### src/sv/lcgr_pkg.sv
// Package for the LCG random range generator.
// Holds generator constants, item structs and the job record shared by all modules.
// No dependencies.
package lcgr_pkg;

    // Generator constants
    localparam logic [31:0] LCG_MUL  = 32'd73129;
    localparam logic [31:0] LCG_ADD  = 32'd95121;
    localparam logic [31:0] LCG_MOD  = 32'hFFFF_FFFF;
    localparam logic [31:0] SEED_DEF = 32'd1;

    // Default depth of the job queue between front and back
    localparam int QUEUE_DEPTH_DEF = 2;

    // Request item
    typedef struct packed {
        logic signed [31:0] range_low;
        logic signed [31:0] range_high;
    } t_req;

    // Result item
    typedef struct packed {
        logic [31:0]        raw_word;
        logic signed [31:0] ranged_value;
        logic               span_zero_flag;
    } t_rsp;

    // Classified job passed from front to back
    typedef struct packed {
        logic [31:0] raw;
        logic [31:0] low;
        logic [31:0] span;
        logic        span_zero;
    } t_job;

endpackage

### src/sv/lcgr_front.sv
// Front end: holds the generator word, advances it per accepted item and
// classifies the range into a job record. Depends on lcgr_pkg.
module lcgr_front
    import lcgr_pkg::*;
(
    input  logic        i_clk,
    input  logic        i_rst_n,
    input  logic        i_cfg_we,
    input  logic [31:0] i_cfg_wdata,
    input  logic        i_take,
    input  t_req        i_req,
    output t_job        o_job
);

    logic [31:0] r_gen;
    logic [31:0] n_gen;
    logic [31:0] w_t;
    logic [31:0] w_raw;

    // Next generator word: multiply-add mod 2^32, then fold 2^32-1 to zero
    assign w_t   = r_gen * LCG_MUL + LCG_ADD;
    assign w_raw = (w_t == LCG_MOD) ? 32'd0 : w_t;

    // Job record for the back end
    always_comb begin
        o_job.raw       = w_raw;
        o_job.low       = 32'(i_req.range_low);
        o_job.span      = 32'(i_req.range_high) - 32'(i_req.range_low) + 32'd1;
        o_job.span_zero = (o_job.span == 32'd0);
    end

    // Generator update: seed write reloads, an accepted item advances
    always_comb begin
        n_gen = r_gen;
        if (i_cfg_we) begin
            n_gen = (i_cfg_wdata == 32'd0) ? 32'd1 : i_cfg_wdata;
        end else if (i_take) begin
            n_gen = w_raw;
        end
    end

    always_ff @(posedge i_clk) begin
        if (!i_rst_n) begin
            r_gen <= SEED_DEF;
        end else begin
            r_gen <= n_gen;
        end
    end

endmodule

### src/sv/lcgr_queue.sv
// Short job queue between front and back end.
// Register-based FIFO of t_job records. Depends on lcgr_pkg.
module lcgr_queue
    import lcgr_pkg::*;
#(
    parameter int DEPTH = QUEUE_DEPTH_DEF
) (
    input  logic i_clk,
    input  logic i_rst_n,
    input  logic i_wr,
    input  t_job i_wdata,
    input  logic i_rd,
    output t_job o_rdata,
    output logic o_full,
    output logic o_empty
);

    localparam int PW = (DEPTH > 1) ? $clog2(DEPTH) : 1;
    localparam int CW = $clog2(DEPTH + 1);
    localparam logic [PW-1:0] PTR_LAST = PW'(DEPTH - 1);
    localparam logic [CW-1:0] CNT_FULL = CW'(DEPTH);

    t_job          r_mem [DEPTH];
    logic [PW-1:0] r_wptr;
    logic [PW-1:0] r_rptr;
    logic [CW-1:0] r_cnt;
    logic          w_wr;
    logic          w_rd;

    assign o_full  = (r_cnt == CNT_FULL);
    assign o_empty = (r_cnt == '0);
    assign w_wr    = i_wr && !o_full;
    assign w_rd    = i_rd && !o_empty;
    assign o_rdata = r_mem[r_rptr];

    // Storage
    always_ff @(posedge i_clk) begin
        if (w_wr) begin
            r_mem[r_wptr] <= i_wdata;
        end
    end

    // Pointers and fill count
    always_ff @(posedge i_clk) begin
        if (!i_rst_n) begin
            r_wptr <= '0;
            r_rptr <= '0;
            r_cnt  <= '0;
        end else begin
            if (w_wr) begin
                r_wptr <= (r_wptr == PTR_LAST) ? '0 : r_wptr + 1'b1;
            end
            if (w_rd) begin
                r_rptr <= (r_rptr == PTR_LAST) ? '0 : r_rptr + 1'b1;
            end
            if (w_wr && !w_rd) begin
                r_cnt <= r_cnt + 1'b1;
            end else if (w_rd && !w_wr) begin
                r_cnt <= r_cnt - 1'b1;
            end
        end
    end

endmodule

### src/sv/lcgr_back.sv
// Back end: radix-2 restoring divider that reduces the raw word by the span,
// adds the low bound and holds the result in an output register. Depends on lcgr_pkg.
module lcgr_back
    import lcgr_pkg::*;
(
    input  logic i_clk,
    input  logic i_rst_n,
    input  logic i_q_empty,
    input  t_job i_job,
    output logic o_q_pop,
    input  logic i_pop,
    output logic o_empty,
    output t_rsp o_rsp
);

    typedef enum logic [2:0] {
        S_IDLE = 3'b001,
        S_DIV  = 3'b010,
        S_DONE = 3'b100
    } t_bstate;

    t_bstate     r_state;
    t_bstate     n_state;
    logic [31:0] r_rem;
    logic [31:0] r_dvd;
    logic [31:0] r_span;
    logic [31:0] r_low;
    logic [31:0] r_raw;
    logic        r_zero;
    logic [4:0]  r_cnt;
    logic        r_out_valid;
    t_rsp        r_out;
    logic [32:0] w_sh;
    logic [32:0] w_diff;
    logic        w_load;

    assign o_empty = !r_out_valid;
    assign o_rsp   = r_out;
    assign o_q_pop = (r_state == S_IDLE) && !i_q_empty;
    assign w_load  = (r_state == S_DONE) && (!r_out_valid || i_pop);

    // One quotient bit per cycle: shift in the next dividend bit, trial subtract
    assign w_sh   = {r_rem, r_dvd[31]};
    assign w_diff = w_sh - {1'b0, r_span};

    // Sequencer
    always_comb begin
        n_state = r_state;
        unique case (r_state)
            S_IDLE: begin
                if (!i_q_empty) begin
                    n_state = i_job.span_zero ? S_DONE : S_DIV;
                end
            end
            S_DIV: begin
                if (r_cnt == 5'd31) begin
                    n_state = S_DONE;
                end
            end
            S_DONE: begin
                if (w_load) begin
                    n_state = S_IDLE;
                end
            end
            default: n_state = S_IDLE;
        endcase
    end

    always_ff @(posedge i_clk) begin
        if (!i_rst_n) begin
            r_state <= S_IDLE;
        end else begin
            r_state <= n_state;
        end
    end

    // Divider datapath
    always_ff @(posedge i_clk) begin
        if (o_q_pop) begin
            r_raw  <= i_job.raw;
            r_low  <= i_job.low;
            r_span <= i_job.span;
            r_zero <= i_job.span_zero;
            r_dvd  <= i_job.raw;
            r_cnt  <= 5'd0;
            // span of zero: ranged is low + raw, no division
            r_rem  <= i_job.span_zero ? i_job.raw : 32'd0;
        end else if (r_state == S_DIV) begin
            r_rem <= w_diff[32] ? w_sh[31:0] : w_diff[31:0];
            r_dvd <= {r_dvd[30:0], 1'b0};
            r_cnt <= r_cnt + 5'd1;
        end
    end

    // Output register
    always_ff @(posedge i_clk) begin
        if (!i_rst_n) begin
            r_out_valid <= 1'b0;
        end else if (w_load) begin
            r_out_valid <= 1'b1;
        end else if (i_pop) begin
            r_out_valid <= 1'b0;
        end
    end

    always_ff @(posedge i_clk) begin
        if (w_load) begin
            r_out.raw_word       <= r_raw;
            r_out.ranged_value   <= signed'(r_low + r_rem);
            r_out.span_zero_flag <= r_zero;
        end
    end

endmodule

### src/sv/lcg_random_range_generator_top.sv
// Top level of the LCG random range generator.
// Instantiates lcgr_front, lcgr_queue and lcgr_back; depends on lcgr_pkg.
//
// Each accepted request advances a 32-bit linear congruential generator
// (word*73129 + 95121 mod 2^32, then mod 2^32-1) and returns the new word plus
// low + word mod (high-low+1), in 32-bit wrap arithmetic; when that span wraps
// to zero the result is low + word and span_zero_flag is set. The generator
// advances at acceptance, so results keep request order. Writing the seed
// reloads the generator at once (zero loads one); write it only while idle.
// In the back end a request passes through pickup, 32 divider steps and result
// load, or pickup and result load when the span is zero; the radix-2 divider sets the
// sustained rate. A queue of QUEUE_DEPTH jobs lets requests be taken while the
// divider is busy, and a finished result waits in its own register.
module lcg_random_range_generator_top
    import lcgr_pkg::*;
#(
    parameter int QUEUE_DEPTH = QUEUE_DEPTH_DEF
) (
    input  logic        i_clk,
    input  logic        i_rst_n,
    input  logic        i_cfg_we,
    input  logic [31:0] i_cfg_wdata,
    input  logic        push,
    output logic        full,
    input  t_req        i_req,
    output logic        empty,
    input  logic        pop,
    output t_rsp        o_rsp
);

    t_job w_job_in;
    t_job w_job_out;
    logic w_take;
    logic w_q_full;
    logic w_q_empty;
    logic w_q_pop;

    assign full   = w_q_full;
    assign w_take = push && !w_q_full;

    lcgr_front u_front (
        .i_clk       (i_clk),
        .i_rst_n     (i_rst_n),
        .i_cfg_we    (i_cfg_we),
        .i_cfg_wdata (i_cfg_wdata),
        .i_take      (w_take),
        .i_req       (i_req),
        .o_job       (w_job_in)
    );

    lcgr_queue #(
        .DEPTH (QUEUE_DEPTH)
    ) u_queue (
        .i_clk   (i_clk),
        .i_rst_n (i_rst_n),
        .i_wr    (w_take),
        .i_wdata (w_job_in),
        .i_rd    (w_q_pop),
        .o_rdata (w_job_out),
        .o_full  (w_q_full),
        .o_empty (w_q_empty)
    );

    lcgr_back u_back (
        .i_clk     (i_clk),
        .i_rst_n   (i_rst_n),
        .i_q_empty (w_q_empty),
        .i_job     (w_job_out),
        .o_q_pop   (w_q_pop),
        .i_pop     (pop),
        .o_empty   (empty),
        .o_rsp     (o_rsp)
    );

    // Back end never takes a job from an empty queue
    a_pop_nonempty: assert property (@(posedge i_clk) disable iff (!i_rst_n)
        w_q_pop |-> !w_q_empty)
        else $error("job taken from empty queue");

    // An item pushed into an empty queue is visible next cycle
    a_push_lands: assert property (@(posedge i_clk) disable iff (!i_rst_n)
        (w_take && w_q_empty) |=> !w_q_empty)
        else $error("pushed item lost");

    // The generator word never equals the modulus
    a_raw_range: assert property (@(posedge i_clk) disable iff (!i_rst_n)
        !empty |-> (o_rsp.raw_word != LCG_MOD))
        else $error("raw word out of range");

endmodule

### config.mk
export PLATFORM = sky130hd
export DESIGN_NAME = lcg_random_range_generator_top
export DESIGN_NICKNAME = d
export VERILOG_FILES = /design/src/sv/lcgr_pkg.sv /design/src/sv/lcgr_front.sv /design/src/sv/lcgr_queue.sv /design/src/sv/lcgr_back.sv /design/src/sv/lcg_random_range_generator_top.sv
export SDC_FILE = /design/constraint.sdc
export NUM_CORES = 1
export LEC_CHECK = 0
export BUFFER_PORTS_ARGS = -buffer_cell sky130_fd_sc_hd__buf_2
export CORE_MARGIN = 1.5
export CORE_UTILIZATION = 40
export DETAILED_ROUTE_END_ITERATION = 7
export GPL_ROUTABILITY_DRIVEN = 0
export PLACE_DENSITY_LB_ADDON = 0.2
export SLEW_MARGIN = 20
export SYNTH_ARGS = -nofsm -noshare
export SYNTH_HDL_FRONTEND = slang
export SYNTH_SLANG_ARGS = --single-unit
### constraint.sdc
create_clock -name i_clk -period 19.96 [get_ports i_clk]
set_input_delay 3.992 -clock i_clk [delete_from_list [all_inputs] [get_ports i_clk]]
set_output_delay 3.992 -clock i_clk [all_outputs]
set_load 0.02 [all_outputs]
* Word-level counts from Yosys, hierarchy flattened
Memories as Yosys holds them, arrays and structs flattened. A register that Yosys moved wholly into a read port is not among the register bits.
Cells that the tools add are included.
Widths: inputs -> output; s select.
** Word-level totals
- Register bits after elaboration :: 271
- Bits in writable memories :: 194
- Bits of input ports :: 101
- Output and inout port bits :: 67
- Memories :: 1
** Memory list
- u_queue.r_mem :: depth 2, width 97, rd ports 1, clocked after Yosys merged registers in 1, wr ports 1, RTL line lcgr_queue.sv:23 : t_job r_mem [DEPTH];
** Cells by class
- Add/subtract/negate cells :: 10
- $mul :: 1
- Equal/unequal tests :: 9
- Multiplexer cells :: 25
- Reduce and logical (&&, ||, !) cells :: 21
** Operator list (count)
- $mux 32 :: 10
- $logic_not 32->1 :: 2
- $sub 33x32->33 :: 1
- $add 32x1->32 const B :: 1
- $add 32x17->32 const B :: 1
- $add 32x32->32 :: 1
- $eq 32x32->1 const B :: 1
- $mul 32x17->32 const B :: 1
- $sub 32x32->32 :: 1
- $mux 3 :: 4
- $pmux 3 s3 :: 1
- $mux 1 :: 8
- $reduce_bool 2->1 :: 4
- $logic_and 1x1->1 :: 7
- $add 5x1->5 const B :: 1
- $eq 5x5->1 const B :: 1
- $logic_not 1->1 :: 5
- $mux 2 :: 2
- $ne 2x1->1 const B :: 2
- $eq 3x1->1 const B :: 1
- $eq 3x2->1 const B :: 1
- $eq 3x3->1 const B :: 1
- $reduce_and 3->1 :: 1
- $add 1x1->1 const B :: 2
- other kinds (6) :: 6

* Longest topological paths before layout
Gate-level depths: netlist of run 1.
- Depth after elaboration :: 8
- Mapped depth :: 28
- Mapped depth without buffers :: 25

* Modules after synthesis
Synthesis of run 1 repeated with hierarchy kept, for this count alone.
** Second synthesis, totals
- Cell total of the unflattened synthesis :: 2692
- Area total of the unflattened synthesis :: 30559.3 um^2
** Modules (own cells, without submodules)
- lcgr_back :: instances 1, cells an instance 1004, area each 11801.3 um^2
- lcgr_front :: instances 1, cells an instance 1360, area each 11393.4 um^2
- lcgr_queue :: instances 1, cells an instance 327, area each 7350.8 um^2
- lcg_random_range_generator_top :: instances 1, cells an instance 1, area each 13.8 um^2

* Least setup slack after synthesis of run 1
Ideal clock, no wire load.
- Kind :: input to register
- Start :: input push
- End :: memory u_queue.r_mem[0][0] (netlist bit), enable pin
- Arrival time :: 8.537 ns
- Data required time :: 19.405 ns
- Slack :: 10.868 ns
- Stages on the path :: 4
- Path buffers :: 2
- Cell sequence :: nand2_1 -> clkbuf_1 -> clkbuf_1 -> nor2_1
** Between the ends
- Cells in the longest elaborated chain, start to end :: 4
** RTL lines
- from (decl) :: RTL line lcg_random_range_generator_top.sv:23 : input logic push,
- $logic_and 1x1->1 :: RTL line lcg_random_range_generator_top.sv:39 : assign w_take = push && !w_q_full;
- $logic_and 1x1->1 :: RTL line lcgr_queue.sv:32 : assign w_wr = i_wr && !o_full;
- $mux 1 :: RTL line lcgr_queue.sv:38 : if (w_wr) begin
- $mux 1 (implied by the code) :: RTL line lcgr_queue.sv:39 : r_mem[r_wptr] <= i_wdata;
- to (decl) :: RTL line lcgr_queue.sv:23
Every way passes these cells.

==> out/results.tsv, run 1 <==
metric	value	unit
Max Buffers Root-to-Sink	3	
Post-synth EDFFs	420	
register area	13500	µm²
family of cells with the greatest summed delay on the critical path	simple AND/OR/NAND/NOR gates	
start of the worst register-to-register path	u_front.r_gen[0]	
total DRC errors in the routed layout	0	
multi-input logic area	13900	µm²
fraction of final layout cells sized beyond drive strength 1	0.129	
endpoint with the worst hold slack	u_back.o_rsp[35]	
share of the synthesized area in the top cell type	0.434	
level count of the clock H-tree	2	
FF-to-FF path depth	23	
Synth Instances	2494	
ratio of final minimum period to clock period	0.435	
Worst-path clk slew	60	ps
hold path depth	0	
fraction of registers with async set/reset	0	
unrepaired setup endpoints after global routing	no	
Clk Latency, worst-skew pair	620	ps
layout filler cell count	6584	
die span in x	273	µm
top_reg_cell synth	sky130_fd_sc_hd__edfxtp_1	
number of primary I/O pins	168	
largest net degree at the start of global routing	83	
met1 Resource Use GR	0.268	
GRT Total Usage	0.191	
number of antenna violations at the first check in global routing	0	
maximum net fanout on the critical path	3	
syn_nets	3007	
sum of buffers and inverters on the critical path	5	
CTS tree	built	
synthesis-stage register bit count	466	
count of hold-fix buffers inserted at cts	0	
Arrival @ worst endpoint	9120	ps
via total after detailed routing	19100	
type of the setup path with the least slack	in -> reg	
Detailed Route WL	71000	µm
global-route wire length before repair	111000	µm
count of synthesis-stage warnings from yosys	0	
Rel. slew slack	0.321	
vias in the first global route	19700	
required time at the worst-slack endpoint	20390	ps
Num CTS Buffers	52	
total die area	74300	µm²
Peak Freq	115	MHz
sequential share of the synthesized area	0.465	
Routed wire per std cell	19.4	µm
fin nets	3178	
post-route ant nets	0	
CTS sink count	466	
initial core utilization	0.405	
Placement Rows	98	
Max-cap violations	0	
area growth from synthesis to layout	12.7	%
chip height	273	µm
min cycle time layout	8680	ps
number of antenna repair diodes	0	
total grt overflow	0	
Iteration-0 DRC Markers	1426	
Floorplan Core Area	71700	µm²
mean cell area of the mapped netlist	11.7	µm²
Clk Tree Root Cell	sky130_fd_sc_hd__clkbuf_16	
setup slack, reg-to-reg	11970	ps
Final Skew	38.3	ps
global-route track usage on met2	0.316	
count of input and output buffers	167	
library cell occupying the most area in the post-synthesis netlist	sky130_fd_sc_hd__edfxtp_1	
worst reg2reg path endpoint	u_front.r_gen[4]	
origin of the worst min-delay path	u_back.r_raw[2]	
number of distinct library cells after synthesis	77	
Worst setup EP type	flop	
final count of pins violating max slew	0	
post-synthesis instance area	29100	µm²
accumulated negative setup slack	0	ps
GR Util met3	0.0180	
critical path startpoint category	input pin	
layer carrying the most global-route usage	met2	
cell with the biggest individual delay on the critical path	sky130_fd_sc_hd__or4_1	
total of endpoints with negative setup slack in the final report	0	
pin slew with the least headroom to its limit	1020	ps
result of the run	finished clean	
Final Hold Fails	0	
leading cell types by total area after synthesis	sky130_fd_sc_hd__edfxtp_1 (43%), sky130_fd_sc_hd__ha_1 (11%), sky130_fd_sc_hd__fa_1 (10%)	
min-delay worst type	reg -> reg	
worst-path cell chain	buf_2, inv_1, ha_1, inv_1, ha_1, inv_1, fa_1, inv_1, or4_1, or3_1, or4_1, or4_1, or4_1, or4_1, or4_1, or4_1, nor4_2	
DR pass1 iterations	5	
vias per inst	5.22	
half-perimeter wire length of the detailed placement result	53000	µm
Critical Path Max Stage Delay	550	ps
cell repeated most along the worst path	sky130_fd_sc_hd__or4_1	
Resize count post-CTS	0	
total setup buffers inserted after CTS	0	
==> logic make-up (layout without fill, tap and decap cells) <==
group	after synthesis	count (layout)	synth area share
flops	466	466	0.465
xor+xnor	126	126	0.0382
compound gates	485	485	0.103
mux	123	123	0.0452
simple gates	442	442	0.0759
buf+inv	440	654	0.0568
fa+ha+maj	412	412	0.216
==> per-layer routing <==
layer	share of wire	wire length (µm)	vias to the layer above
li1	-	-	9155
met1	0.46	32900	9429
met2	0.47	33400	423
met3	0.042	3000	99
met4	0.023	1670	0
met5	0	0	-
==> flip-flops by register name, summed over array words and instances (netlist names), named ones only <==
name                cells
u_back.o_rsp           65
u_back.r_cnt            5
u_back.r_dvd           32
u_back.r_low           32
u_back.r_out_valid      1
u_back.r_raw           32
u_back.r_rem           32
u_back.r_span          32
u_back.r_state          3
u_back.r_zero           1
u_front.r_gen          32
u_queue.r_cnt           2
u_queue.r_mem         194
u_queue.r_rptr          1
u_queue.r_wptr          1
==> final cells by class <==
| type | count | share of cell area |
|---|---|---|
| Clock buffer | 68 | 0.0425 |
| Clock inverter | 29 | 0.00943 |
| Inverter | 377 | 0.0433 |
| Multi-Input combinational cell | 1588 | 0.426 |
| Sequential cell | 466 | 0.413 |
| Tap cell | 950 | 0.0363 |
| Timing Repair Buffer | 180 | 0.0297 |
==> worst max path at each step <==
stage	cells past startpoint	slack (ps)	to	from
6_report	17	11280	u_queue.r_mem[0][0]	i_req[1]
5_1_grt	18	11110	u_queue.r_mem[1][0]	i_req[33]
4_1_cts	17	11300	u_queue.r_mem[0][0]	i_req[1]
3_5_place_dp	17	10630	u_queue.r_mem[0][0]	i_req[1]
3_3_place_gp	17	10640	u_queue.r_mem[0][0]	i_req[1]
2_1_floorplan	4	10870	u_queue.r_mem[0][0]	push
==> cell usage after synthesis, types with 4 or more instances <==
library cell	count
sky130_fd_sc_hd__o41ai_1	4
sky130_fd_sc_hd__nand3_1	27
sky130_fd_sc_hd__nor2_1	121
sky130_fd_sc_hd__a21boi_0	5
sky130_fd_sc_hd__dfxtp_1	46
sky130_fd_sc_hd__nor3_1	26
sky130_fd_sc_hd__and2_1	8
sky130_fd_sc_hd__o31a_1	5
sky130_fd_sc_hd__a21oi_1	149
sky130_fd_sc_hd__mux2_2	67
sky130_fd_sc_hd__xor2_1	28
sky130_fd_sc_hd__or4_1	15
sky130_fd_sc_hd__edfxtp_1	420
sky130_fd_sc_hd__o22ai_1	26
sky130_fd_sc_hd__o21ai_0	128
sky130_fd_sc_hd__a211oi_1	15
sky130_fd_sc_hd__clkbuf_1	57
sky130_fd_sc_hd__nand3b_1	4
sky130_fd_sc_hd__nand4_1	15
sky130_fd_sc_hd__fa_1	149
sky130_fd_sc_hd__and3_1	14
sky130_fd_sc_hd__or2_2	4
sky130_fd_sc_hd__or3_1	35
sky130_fd_sc_hd__nor4_1	18
sky130_fd_sc_hd__nand2_1	101
sky130_fd_sc_hd__o211ai_1	4
sky130_fd_sc_hd__ha_1	263
sky130_fd_sc_hd__inv_1	377
sky130_fd_sc_hd__a221oi_1	4
sky130_fd_sc_hd__a211o_1	8
sky130_fd_sc_hd__nor2b_1	17
sky130_fd_sc_hd__nor3b_1	5
sky130_fd_sc_hd__xnor2_1	97
sky130_fd_sc_hd__o21bai_1	10
sky130_fd_sc_hd__a31oi_1	10
sky130_fd_sc_hd__o31ai_1	10
sky130_fd_sc_hd__buf_1	6
sky130_fd_sc_hd__a21o_1	46
sky130_fd_sc_hd__o21a_1	25
sky130_fd_sc_hd__nand2b_1	22
sky130_fd_sc_hd__mux2i_1	56
==> stage by stage <==
| stage | cells | util | hold slack [ps] | instance area, µm² | setup WS, ps |
|---|---|---|---|---|---|
| global placement | 3559 | 0.432 | 403 | 31000 | 10640 |
| finish | 3658 | 0.457 | 418 | 32800 | 11280 |
| floorplan | 2494 | - | 400 | 29100 | 10870 |
| CTS | 3657 | 0.456 | 419 | 32700 | 11300 |
| global route | 3658 | 0.457 | 425 | 32800 | 11110 |
| detailed placement | 3560 | 0.433 | 405 | 31000 | 10630 |
==> cell usage in the layout (no fill, tap or decap), drive strengths merged, types with 27 or more instances in the layout <==
cell,count
nand3,27
mux2,67
inv,380
edfxtp,420
xor2,29
dfxtp,46
ha,263
fa,149
mux2i,56
a21oi,149
nand2,101
xnor2,97
a21o,46
nor2,123
o21ai,129
buf,180
or3,35
clkbuf,68
Power of run 1 is left out: the tool's default activity adds up to more than one toggle a clock period on the data nets, which glitch-free logic cannot reach.
==> run 2: changes to the inputs <==
==> constraint.sdc (replaced) <==
create_clock -name i_clk -period 7 [get_ports i_clk]
set_input_delay 1.4 -clock i_clk [delete_from_list [all_inputs] [get_ports i_clk]]
set_output_delay 1.4 -clock i_clk [all_outputs]
set_load 0.02 [all_outputs]
==> out/results.tsv, run 2 (same netlist as run 1, synthesis figures left out) <==
metric	value	unit	change
result of the run	finished clean		
Num CTS Buffers	52		unchanged
count of input and output buffers	167		unchanged
total grt overflow	0		unchanged
chip height	273	µm	unchanged
level count of the clock H-tree	2		unchanged
cell with the biggest individual delay on the critical path	sky130_fd_sc_hd__or4_1		
post-route ant nets	0		unchanged
via total after detailed routing	19200		+0.75%
area growth from synthesis to layout	14.0	%	
instance count after placement with tap cells included	3603		+1.2%
Floorplan Core Area	71700	µm²	unchanged
multi-input logic area	14000	µm²	+0.37%
GRT Total Usage	0.193		+0.00163
pin slew with the least headroom to its limit	914	ps	-105 ps
Iteration-0 DRC Markers	1290		-9.5%
cell repeated most along the worst path	sky130_fd_sc_hd__fa_1		
setup slack, reg-to-reg	270	ps	-11700 ps
Clk Latency, worst-skew pair	590	ps	-30 ps
ratio of final minimum period to clock period	0.962		
min cycle time layout	6730	ps	
start of the worst register-to-register path	u_front.r_gen[10]		
Peak Freq	148	MHz	
Detailed Route WL	71400	µm	+0.58%
maximum net fanout on the critical path	7		+4
Routed wire per std cell	19.3	µm	-0.56%
number of antenna repair diodes	0		unchanged
layout filler cell count	6594		+0.15%
number of cells in the finished layout apart from fillers	3700		+1.1%
sum of buffers and inverters on the critical path	5		unchanged
CTS tree	built		
total die area	74300	µm²	unchanged
most common library cell in the layout ignoring fill and taps	sky130_fd_sc_hd__edfxtp_1		
Worst setup EP type	flop		
Max-cap violations	0		unchanged
fin nets	3221		+1.4%
required time at the worst-slack endpoint	7450	ps	-12940 ps
vias per inst	5.20		-0.40%
total of endpoints with negative setup slack in the final report	0		unchanged
fraction of final layout cells sized beyond drive strength 1	0.152		+0.0224
Placement Rows	98		unchanged
origin of the worst min-delay path	u_back.r_raw[1]		
hold path depth	0		unchanged
number of antenna violations at the first check in global routing	0		unchanged
critical path startpoint category	flop		
largest net degree at the start of global routing	74		-11%
half-perimeter wire length of the detailed placement result	54300	µm	+2.5%
DR pass1 iterations	5		unchanged
endpoint with the worst hold slack	u_back.o_rsp[34]		
Final Hold Fails	0		unchanged
Max Buffers Root-to-Sink	3		unchanged
global-route wire length before repair	112000	µm	+0.97%
worst reg2reg path endpoint	u_front.r_gen[4]		
post-route worst setup slack	265	ps	-11010 ps
count of hold-fix buffers inserted at cts	0		unchanged
Arrival @ worst endpoint	7190	ps	-1930 ps
Final Skew	19.0	ps	-19.3 ps
Critical Path Max Stage Delay	540	ps	about the same
Rel. slew slack	0.390		+0.0700
vias in the first global route	19900		+1.0%
FF-to-FF path depth	24		+4.3%
type of the setup path with the least slack	reg -> reg		
min-delay worst type	reg -> reg		
die span in x	273	µm	unchanged
family of cells with the greatest summed delay on the critical path	adder cells		
register containing the most flip-flops in the final layout	u_queue.r_mem		
total DRC errors in the routed layout	0		unchanged
Worst-path clk slew	60	ps	about the same
worst-path cell chain	ha_1, inv_1, fa_1, fa_1, inv_1, fa_1, fa_1, inv_1, fa_1, inv_1, ha_2, nand3_1, nor4_1, o31a_1, nor2_1, xor2_1, or4_1, or4_1, nor3b_1, nand4b_1, nor4_2, buf_4, a211o_1, a21boi_0		
number of primary I/O pins	168		unchanged
register area	13600	µm²	+0.12%
worst slack after detailed placement	79.0	ps	-10550 ps
CTS sink count	466		unchanged
final count of pins violating max slew	0		unchanged
commonest cells after routing, fill and taps aside	sky130_fd_sc_hd__edfxtp_1 (420), sky130_fd_sc_hd__inv_1 (376), sky130_fd_sc_hd__ha_1 (261)		
flip-flop count of the largest register, all copies and words added	194		unchanged
Clk Tree Root Cell	sky130_fd_sc_hd__clkbuf_16		
initial core utilization	0.405		unchanged
## run 2: cell count changes in the layout (fill, tap and decap cells not counted), moves of 3 or more
cell,previous run,this run
sky130_fd_sc_hd__buf_4,11,55
sky130_fd_sc_hd__dfxtp_2,0,10
sky130_fd_sc_hd__clkinv_1,7,2
sky130_fd_sc_hd__a211oi_1,15,12
sky130_fd_sc_hd__dfxtp_1,45,34
sky130_fd_sc_hd__clkbuf_1,13,16
sky130_fd_sc_hd__a211oi_2,0,3
## run 2: timing repair
action	4_1_cts	5_1_grt
setup endpoints to repair	0	96
setup buffers	0	1
resized for setup	0	26
## run 2: area by class of cell
class,count,area share
repair buffers,223,0.0383
clock inverters,22,0.00804
flip-flops and latches,466,0.409
clock buffers,74,0.0442
inverters,377,0.0428
multi-input cells,1588,0.422
well taps,950,0.0358
## run 2: through the flow
| step | utilization | TNS, ps | instance area (µm²) | hold slack, ps |
|---|---|---|---|---|
| after floorplan | - | 0 | 29100 | 400 |
| after global placement | 0.437 | 0 | 31300 | 404 |
| after detailed placement | 0.437 | 0 | 31300 | 405 |
| after CTS | 0.461 | 0 | 33100 | 418 |
| after global routing | 0.462 | -0.555 | 33200 | 422 |
| final | 0.462 | 0 | 33200 | 416 |
## run 2: worst max-delay path by stage
stage                           start                    to  slack [ps]  depth (start not counted)
floorplan                        push   u_queue.r_mem[0][0]         500                          4
global placement    u_front.r_gen[10]      u_front.r_gen[4]         220                         24
detailed placement   u_front.r_gen[0]  u_queue.r_mem[1][81]          80                         25
CTS                  u_front.r_gen[0]     u_front.r_gen[13]          40                         26
global route        u_front.r_gen[10]      u_front.r_gen[4]        -0.6                         24
finish              u_front.r_gen[10]      u_front.r_gen[4]         270                         24
## run 2: worst reg2reg max path, cell delays in order (launching register included)
cell and delay, ps:
sky130_fd_sc_hd__dfxtp_4 370, sky130_fd_sc_hd__ha_1 330, sky130_fd_sc_hd__inv_1 90, sky130_fd_sc_hd__fa_1 490
sky130_fd_sc_hd__fa_1 520, sky130_fd_sc_hd__inv_1 50, sky130_fd_sc_hd__fa_1 490, sky130_fd_sc_hd__fa_1 490
sky130_fd_sc_hd__inv_1 50, sky130_fd_sc_hd__fa_1 520, sky130_fd_sc_hd__inv_1 40, sky130_fd_sc_hd__ha_2 370
sky130_fd_sc_hd__nand3_1 130, sky130_fd_sc_hd__nor4_1 280, sky130_fd_sc_hd__o31a_1 250, sky130_fd_sc_hd__nor2_1 60
sky130_fd_sc_hd__xor2_1 190, sky130_fd_sc_hd__or4_1 400, sky130_fd_sc_hd__or4_1 540, sky130_fd_sc_hd__nor3b_1 240
sky130_fd_sc_hd__nand4b_1 140, sky130_fd_sc_hd__nor4_2 160, sky130_fd_sc_hd__buf_4 190, sky130_fd_sc_hd__a211o_1 120
sky130_fd_sc_hd__a21boi_0 70
## run 2: routing by layer
layer,vias up,part of all wire,wire (µm),GRT usage
li1,9259,-,-,-
met1,9477,0.47,33400,0.268
met2,429,0.47,33800,0.322
met3,84,0.040,2830,0.0224
met4,0,0.018,1300,0.0472
met5,-,0,0,0
Power of run 2 is left out for the same reason.
